===== src/rtl/core/b64d_pkg.sv =====
// shared types, constants and the alphabet lookup for the base64 stream decoder
package b64d_pkg;

	localparam int unsigned CHAR_W      = 8;
	localparam int unsigned SEXTET_W    = 6;
	localparam int unsigned BYTE_W      = 8;
	localparam int unsigned USER_W      = 3;
	localparam int unsigned QUEUE_DEPTH = 4;

	localparam logic [CHAR_W-1:0] PAD_CHAR   = 8'd61;
	localparam logic [CHAR_W-1:0] PLUS_CHAR  = 8'd43;
	localparam logic [CHAR_W-1:0] SLASH_CHAR = 8'd47;
	localparam logic [SEXTET_W-1:0] SEXTET_PLUS  = 6'd62;
	localparam logic [SEXTET_W-1:0] SEXTET_SLASH = 6'd63;

	localparam logic [1:0] POS_LAST = 2'd3;

	// one decoded sextet and whether the character belongs to the alphabet or is the pad character
	typedef struct packed {
		logic                valid;
		logic [SEXTET_W-1:0] value;
	} sextet_t;

	// the results caused by one request, compacted, first result in bytes[0]
	typedef struct packed {
		logic [1:0]             cnt;
		logic [2:0][BYTE_W-1:0] bytes;
		logic                   has;
		logic                   bad;
		logic                   done;
	} rec_t;

	function automatic sextet_t sextet_of(input logic [CHAR_W-1:0] ch);
		sextet_t r;
		logic [CHAR_W-1:0] d;
		r.valid = 1'b1;
		r.value = '0;
		d = '0;
		if (ch >= 8'd65 && ch <= 8'd90) begin
			d = ch - 8'd65;
			r.value = d[SEXTET_W-1:0];
		end else if (ch >= 8'd97 && ch <= 8'd122) begin
			d = ch - 8'd71;
			r.value = d[SEXTET_W-1:0];
		end else if (ch >= 8'd48 && ch <= 8'd57) begin
			d = ch + 8'd4;
			r.value = d[SEXTET_W-1:0];
		end else if (ch == PLUS_CHAR) begin
			r.value = SEXTET_PLUS;
		end else if (ch == SLASH_CHAR) begin
			r.value = SEXTET_SLASH;
		end else if (ch == PAD_CHAR) begin
			r.value = '0;
		end else begin
			r.valid = 1'b0;
		end
		return r;
	endfunction

endpackage


===== src/rtl/core/base64_stream_decoder.sv =====
// top level of the base64 stream decoder
// Takes one base64 character per request on the slave side and decodes with the standard
// alphabet, giving up to three bytes as each group of four characters completes; '=' in the
// third or fourth place drops the matching byte, and a group with a character outside the
// alphabet gives one error result, after which nothing more is given until end of text.
// A request with s_tlast set ends the text and gives a final result with text_done set
// (a marker with has_data clear if the group gave nothing). One character is taken every
// cycle while the record queue has room; results leave at one per cycle from the output
// register while the receiver accepts them, and the QUEUE_DEPTH-entry queue holds the
// records that wait for the back end to step through their bytes.
module base64_stream_decoder #(
	parameter int unsigned QUEUE_DEPTH = b64d_pkg::QUEUE_DEPTH
) (
	input  logic                          clk,
	input  logic                          arst_n,
	input  logic                          s_tvalid,
	output logic                          s_tready,
	input  logic [b64d_pkg::CHAR_W-1:0]   s_tdata,  // text_char
	input  logic                          s_tlast,  // end_of_text
	output logic                          m_tvalid,
	input  logic                          m_tready,
	output logic [b64d_pkg::BYTE_W-1:0]   m_tdata,  // data_byte
	output logic [b64d_pkg::USER_W-1:0]   m_tuser,  // has_data, bad_input, text_done
	output logic                          m_tlast   // run_last
);

	logic           push;
	b64d_pkg::rec_t push_rec;
	logic           q_full;
	logic           pop;
	logic           head_valid;
	b64d_pkg::rec_t head_rec;

	b64d_front u_front (
		.clk      (clk),
		.arst_n   (arst_n),
		.in_valid (s_tvalid),
		.in_ready (s_tready),
		.in_char  (s_tdata),
		.in_end   (s_tlast),
		.push     (push),
		.push_rec (push_rec),
		.q_full   (q_full)
	);

	b64d_queue #(
		.DEPTH (QUEUE_DEPTH)
	) u_queue (
		.clk        (clk),
		.arst_n     (arst_n),
		.push       (push),
		.push_rec   (push_rec),
		.full       (q_full),
		.pop        (pop),
		.head_valid (head_valid),
		.head_rec   (head_rec)
	);

	b64d_back u_back (
		.clk        (clk),
		.arst_n     (arst_n),
		.head_valid (head_valid),
		.head_rec   (head_rec),
		.pop        (pop),
		.out_valid  (m_tvalid),
		.out_ready  (m_tready),
		.out_data   (m_tdata),
		.out_user   (m_tuser),
		.out_last   (m_tlast)
	);

endmodule


===== src/rtl/core/b64d_front.sv =====
// front end: takes characters, gathers groups and builds result records
module b64d_front (
	input  logic                             clk,
	input  logic                             arst_n,
	input  logic                             in_valid,
	output logic                             in_ready,
	input  logic [b64d_pkg::CHAR_W-1:0]      in_char,
	input  logic                             in_end,
	output logic                             push,
	output b64d_pkg::rec_t                   push_rec,
	input  logic                             q_full
);

	logic [1:0]                          pos_q;
	logic [2:0][b64d_pkg::SEXTET_W-1:0]  held_q;
	logic                                third_pad_q;
	logic                                grp_inv_q;
	logic                                err_q;

	b64d_pkg::sextet_t sx;
	logic              is_pad;
	logic              accept;
	logic              complete;
	logic              inv;
	logic              emit_err;
	logic              emit_data;
	logic              err_next;
	logic [b64d_pkg::BYTE_W-1:0] d0, d1, d2;
	b64d_pkg::rec_t    rec;

	assign in_ready = !q_full;
	assign accept   = in_valid && in_ready;

	always_comb begin
		sx        = b64d_pkg::sextet_of(in_char);
		is_pad    = (in_char == b64d_pkg::PAD_CHAR);
		complete  = (pos_q == b64d_pkg::POS_LAST);
		inv       = grp_inv_q || !sx.valid;
		emit_err  = complete && inv && !err_q;
		emit_data = complete && !inv && !err_q;
		err_next  = err_q || emit_err;
		d0 = {held_q[0], held_q[1][5:4]};
		d1 = {held_q[1][3:0], held_q[2][5:2]};
		d2 = {held_q[2][1:0], sx.value};

		rec = '0;
		if (emit_data) begin
			rec.has      = 1'b1;
			rec.cnt      = 2'd1 + {1'b0, !third_pad_q} + {1'b0, !is_pad};
			rec.bytes[0] = d0;
			rec.bytes[1] = third_pad_q ? d2 : d1;
			rec.bytes[2] = d2;
		end else if (emit_err) begin
			rec.cnt = 2'd1;
			rec.bad = 1'b1;
		end else if (in_end) begin
			rec.cnt = 2'd1;
		end
		if (in_end) begin
			rec.done = 1'b1;
			rec.bad  = rec.bad || err_next;
		end
		push_rec = rec;
		push     = accept && (emit_data || emit_err || in_end);
	end

	always_ff @(posedge clk or negedge arst_n) begin
		if (!arst_n) begin
			pos_q       <= '0;
			held_q      <= '0;
			third_pad_q <= 1'b0;
			grp_inv_q   <= 1'b0;
			err_q       <= 1'b0;
		end else if (accept) begin
			if (in_end) begin
				pos_q       <= '0;
				held_q      <= '0;
				third_pad_q <= 1'b0;
				grp_inv_q   <= 1'b0;
				err_q       <= 1'b0;
			end else if (complete) begin
				pos_q       <= '0;
				held_q      <= '0;
				third_pad_q <= 1'b0;
				grp_inv_q   <= 1'b0;
				err_q       <= err_next;
			end else begin
				held_q[pos_q] <= sx.value;
				if (pos_q == 2'd2) begin
					third_pad_q <= is_pad;
				end
				grp_inv_q <= inv;
				pos_q     <= pos_q + 2'd1;
			end
		end
	end

endmodule


===== src/rtl/core/b64d_queue.sv =====
// short record queue between the front and back ends
module b64d_queue #(
	parameter int unsigned DEPTH = b64d_pkg::QUEUE_DEPTH
) (
	input  logic           clk,
	input  logic           arst_n,
	input  logic           push,
	input  b64d_pkg::rec_t push_rec,
	output logic           full,
	input  logic           pop,
	output logic           head_valid,
	output b64d_pkg::rec_t head_rec
);

	localparam int unsigned PTR_W = (DEPTH > 1) ? $clog2(DEPTH) : 1;
	localparam int unsigned CNT_W = $clog2(DEPTH + 1);
	localparam logic [PTR_W-1:0] PTR_LAST = PTR_W'(DEPTH - 1);
	localparam logic [CNT_W-1:0] CNT_FULL = CNT_W'(DEPTH);

	b64d_pkg::rec_t   mem_q [DEPTH];
	logic [PTR_W-1:0] wr_q;
	logic [PTR_W-1:0] rd_q;
	logic [CNT_W-1:0] cnt_q;
	logic             do_pop;

	assign full       = (cnt_q == CNT_FULL);
	assign head_valid = (cnt_q != '0);
	assign head_rec   = mem_q[rd_q];
	assign do_pop     = pop && head_valid;

	always_ff @(posedge clk) begin
		if (push) begin
			mem_q[wr_q] <= push_rec;
		end
	end

	always_ff @(posedge clk or negedge arst_n) begin
		if (!arst_n) begin
			wr_q  <= '0;
			rd_q  <= '0;
			cnt_q <= '0;
		end else begin
			if (push) begin
				wr_q <= (wr_q == PTR_LAST) ? '0 : wr_q + PTR_W'(1);
			end
			if (do_pop) begin
				rd_q <= (rd_q == PTR_LAST) ? '0 : rd_q + PTR_W'(1);
			end
			if (push && !do_pop) begin
				cnt_q <= cnt_q + CNT_W'(1);
			end else if (do_pop && !push) begin
				cnt_q <= cnt_q - CNT_W'(1);
			end
		end
	end

endmodule


===== src/rtl/core/b64d_back.sv =====
// back end: steps through a record's results into the output register
module b64d_back (
	input  logic                          clk,
	input  logic                          arst_n,
	input  logic                          head_valid,
	input  b64d_pkg::rec_t                head_rec,
	output logic                          pop,
	output logic                          out_valid,
	input  logic                          out_ready,
	output logic [b64d_pkg::BYTE_W-1:0]   out_data,
	output logic [b64d_pkg::USER_W-1:0]   out_user,
	output logic                          out_last
);

	logic [1:0]                  k_q;
	logic                        valid_q;
	logic [b64d_pkg::BYTE_W-1:0] data_q;
	logic [b64d_pkg::USER_W-1:0] user_q;
	logic                        last_q;
	logic                        load;
	logic                        final_res;
	logic [b64d_pkg::BYTE_W-1:0] sel_byte;

	assign out_valid = valid_q;
	assign out_data  = data_q;
	assign out_user  = user_q;
	assign out_last  = last_q;

	always_comb begin
		load      = head_valid && (!valid_q || out_ready);
		final_res = (k_q == head_rec.cnt - 2'd1);
		pop       = load && final_res;
		case (k_q)
			2'd0:    sel_byte = head_rec.bytes[0];
			2'd1:    sel_byte = head_rec.bytes[1];
			2'd2:    sel_byte = head_rec.bytes[2];
			default: sel_byte = '0;
		endcase
	end

	always_ff @(posedge clk) begin
		if (load) begin
			data_q <= sel_byte;
			user_q <= {head_rec.done && final_res, head_rec.bad, head_rec.has};
			last_q <= final_res;
		end
	end

	always_ff @(posedge clk or negedge arst_n) begin
		if (!arst_n) begin
			k_q     <= '0;
			valid_q <= 1'b0;
		end else begin
			if (load) begin
				valid_q <= 1'b1;
				k_q     <= final_res ? 2'd0 : k_q + 2'd1;
			end else if (out_ready) begin
				valid_q <= 1'b0;
			end
		end
	end

endmodule

===== config.mk =====
export PLATFORM = sky130hd
export DESIGN_NAME = base64_stream_decoder
export DESIGN_NICKNAME = d
export VERILOG_FILES = /design/src/rtl/core/b64d_pkg.sv /design/src/rtl/core/base64_stream_decoder.sv /design/src/rtl/core/b64d_front.sv /design/src/rtl/core/b64d_queue.sv /design/src/rtl/core/b64d_back.sv
export SDC_FILE = /design/constraint.sdc
export NUM_CORES = 1
export LEC_CHECK = 0
export ABC_AREA = 0
export BUFFER_PORTS_ARGS = -buffer_cell sky130_fd_sc_hd__buf_2
export CORE_MARGIN = 3
export CORE_UTILIZATION = 61
export DETAILED_ROUTE_END_ITERATION = 12
export PLACE_DENSITY = 0.79
export REMOVE_ABC_BUFFERS = 1
export SYNTH_ARGS = -nofsm -noshare
export SYNTH_HDL_FRONTEND = slang
export SYNTH_HIERARCHICAL = 1
export SYNTH_SLANG_ARGS = --single-unit
export TNS_END_PERCENT = 100

===== constraint.sdc =====
create_clock -name clk -period 3.8 [get_ports clk]
set_clock_uncertainty 0.2 [all_clocks]
set_input_delay 0.95 -clock clk [delete_from_list [all_inputs] [get_ports clk]]
set_output_delay 0.95 -clock clk [all_outputs]
set_load 0.01 [all_outputs]

==> results.tsv <==
metric	value	unit
postcts setup bufs	0	
status	finished, final reports clean	
Layout area overhead	14.5	%
Tot GR Track Use	24.6	%
Hold Path Depth	2	
crit-path leading delay family	simple AND/OR/NAND/NOR gates	
power per cell area	711	mW/mm^2
internal power	4.18	mW
total negative slack	0	ns
register area share after synthesis	65.3	%
worst path bufs/invs	2	
CP cell instances	buf_2 -> ha_1 -> or3b_1 -> and3_1 -> o21ai_2 -> and4_4 -> or3_1 -> inv_4 -> a21oi_1	
Leak	3.08	nW
beginning of the critical path	s_tdata[3]	
Tot Pwr	5.82	mW
r2r worst-path depth	9	
Distinct cells, synth	65	
Primary FF master, synth	edfxtp_1	
Synth top cells by count	edfxtp_1 (128), nand2_1 (34), dfrtp_1 (33)	
routed length per instance	21.8	um
Most Used Layer, Global Route	met2	
DP HPWL	9580	um
Worst Path Max Fanout	14	
FF-to-FF setup slack	0.61	ns
Detail Route Antenna Nets	0	
Final Setup Violations	0	
drt initial violations	446	
hold_ws	0.290	ns
fillcell total	704	
worst vdd rail ir drop	0.544	mV
Post-Route WL	14600	um
final global-route overflow total	0	
post-layout min period	3.32	ns
global-route wire length before repair	23500	um
CTS Buffer Depth	2	
Worst path max stage delay	0.39	ns
ant diodes	0	
Synth area leaders	edfxtp_1 (54%), dfrtp_1 (12%), mux4_2 (8.8%)	
Sw Share	28.1	%
Site Rows	38	
Critical-path top delay cell	or3b_1	
RSZ-0062 raised after global routing	no	
H-tree depth	4	
Die X	114	um
Max transition margin	44.9	%
drt pass-1 iters	6	
Worst Path Required	3.82	ns
hold endpoint	u_front/d1[2]	
CTS buffer count	17	
Synth warnings	6	
Max-Cap Viols	0	
Die Ht	114	um
number of global-route vias before repair	4362	
met3 GRT Util	5.39	%
fin nets	554	
cell taking the most area after synthesis	edfxtp_1	
vias per cell	6.30	
max-slew violations	0	
Final Hold Vio Count	0	
post-synthesis register bit count	161	
core area	0.0111	sq mm
Post-Syn Area per Cell	15.4	sq um
Hold Startpoint	u_front/d1[2]	
Post-synth EDFFs	128	
Ports	27	
Clock Sinks	161	
Worst-Skew Late Latency	0.42	ns
Worst Tran Pin Value	0.815	ns
crit path DAT	3.34	ns
Critical R2R Launch	u_queue/rd_q[0]	
period utilization	87.4	%
via count	4218	
Clock transition at path regs	0.06	ns
Worst Path Class, Setup	input pin to flip-flop	
Comb pwr share	26.1	%
ys async rst share	20.5	%
Global Route met1 Usage	32.1	%
P_sw	1.64	mW
CTS tree	done	
Min-Delay Path Class	flip-flop to flip-flop	
Die ar.	0.0131	sq mm
most frequent cell after synthesis	edfxtp_1	
CP Capture Type	flip-flop	
antenna violations before repair	0	
Initial Util	64.3	%
Post-Synthesis Cells	465	
mapped cell area	0.00715	sq mm
gpl congestion	0.859	
share of cells above drive strength 1	23.6	%
DRC Markers	0	
Critical Path Source Type	input pin	
clk root buf	clkbuf_16	
clock share of power	32.8	%
met2 GRT Util	40.6	%
Yosys top cell area share	53.8	%
pin count of the biggest net entering global routing	34	
CTS hold repair buffers	0	
FF-to-FF End	u_queue/cnt_q[1]	
# resized after CTS	0	
Peak Freq	0.301	GHz
Sequential Power Share	41.1	%
PortBufs	26	
[per-stage QoR]
stage	utilization, %	setup slack (ns)	cells	area (sq um)
after global placement	67.5	0.123	637	7510
after floorplan	-	-0.181	448	7040
after detailed placement	67.5	0.0445	637	7510
after global routing	73.6	0.326	669	8180
after CTS	73.6	0.493	669	8180
final	73.6	0.478	669	8180
[cell families (layout without fill, tap and decap cells)]
kind of cell,after synthesis,count (layout),synth area share [%]
muxes,38,38,10.6
xor gates and xnor gates,5,5,0.613
adders and majority gates,25,25,4.48
and+or+nand+nor,118,118,8.63
buffers and inverters,38,102,2.73
DFF,161,161,65.3
AOI/OAI and AO/OA,80,80,7.61
[area by class of cell]
type / count / area [sq um] / area share (%)
Clock inverter: 11 / 209 / 2.55
Tap cell: 140 / 175 / 2.14
Timing Repair Buffer: 49 / 303 / 3.70
Multi-Input combinational cell: 266 / 2280 / 27.9
Inverter: 21 / 81.3 / 0.994
Sequential cell: 161 / 4670 / 57.1
Clock buffer: 21 / 460 / 5.63
[state kept, by name, summed over array words and instances (netlist names), 3 cells and up]
register,flops
u_back/out_data,8
u_back/out_user,3
u_front/d0,8
u_front/d1,8
u_queue/cnt_q,3
u_queue/mem_q,116
[how the worst max path moves through the flow]
stage,cells past startpoint,endpoint
floorplan,9,u_queue/cnt_q[1]
global placement,10,u_queue/mem_q[0][26]
detailed placement,9,u_queue/mem_q[1][27]
CTS,9,u_queue/mem_q[3][27]
global route,9,u_queue/mem_q[1][11]
finish,9,u_queue/mem_q[2][27]
[tightest hold or removal path, cell delays in order (launching register included)]
cell,delay (ns)
dfrtp_1,0.35
nand2_1,0.05
o21ai_0,0.06
[per-layer routing]
layer,vias up,share of wire [%]
met4,0,2.2
met3,26,5.8
li1,1889,-
met5,-,0
met1,2131,41
met2,172,51
[layout by cell type, fill, tap and decap left out, drive strengths merged, types with 3 or more instances in the layout]
master	instances
mux4	29
a21oi	12
buf	49
nand2b	3
and2	18
mux2	4
o21ai	32
bufinv	6
nand2	35
nor3b	3
a222oi	8
ha	24
nor2b	3
a211oi	4
clkinv	3
clkbuf	21
nor2	26
nand3	9
o22ai	3
a32o	3
dfrtp	33
mux2i	5
or2	3
inv	21
edfxtp	128
xor2	4
[power groups by stage]
stage               registers, mW  clock network [mW]  logic (mW)
floorplan                    2.53                   0       0.919
global placement             2.41                   0        1.47
detailed placement           2.43                   0        1.52
CTS                          2.40                1.92        1.54
global route                 2.42                2.01        1.66
finish                       2.39                1.91        1.52
No activity file was read; power rests on OpenSTA's default activity.
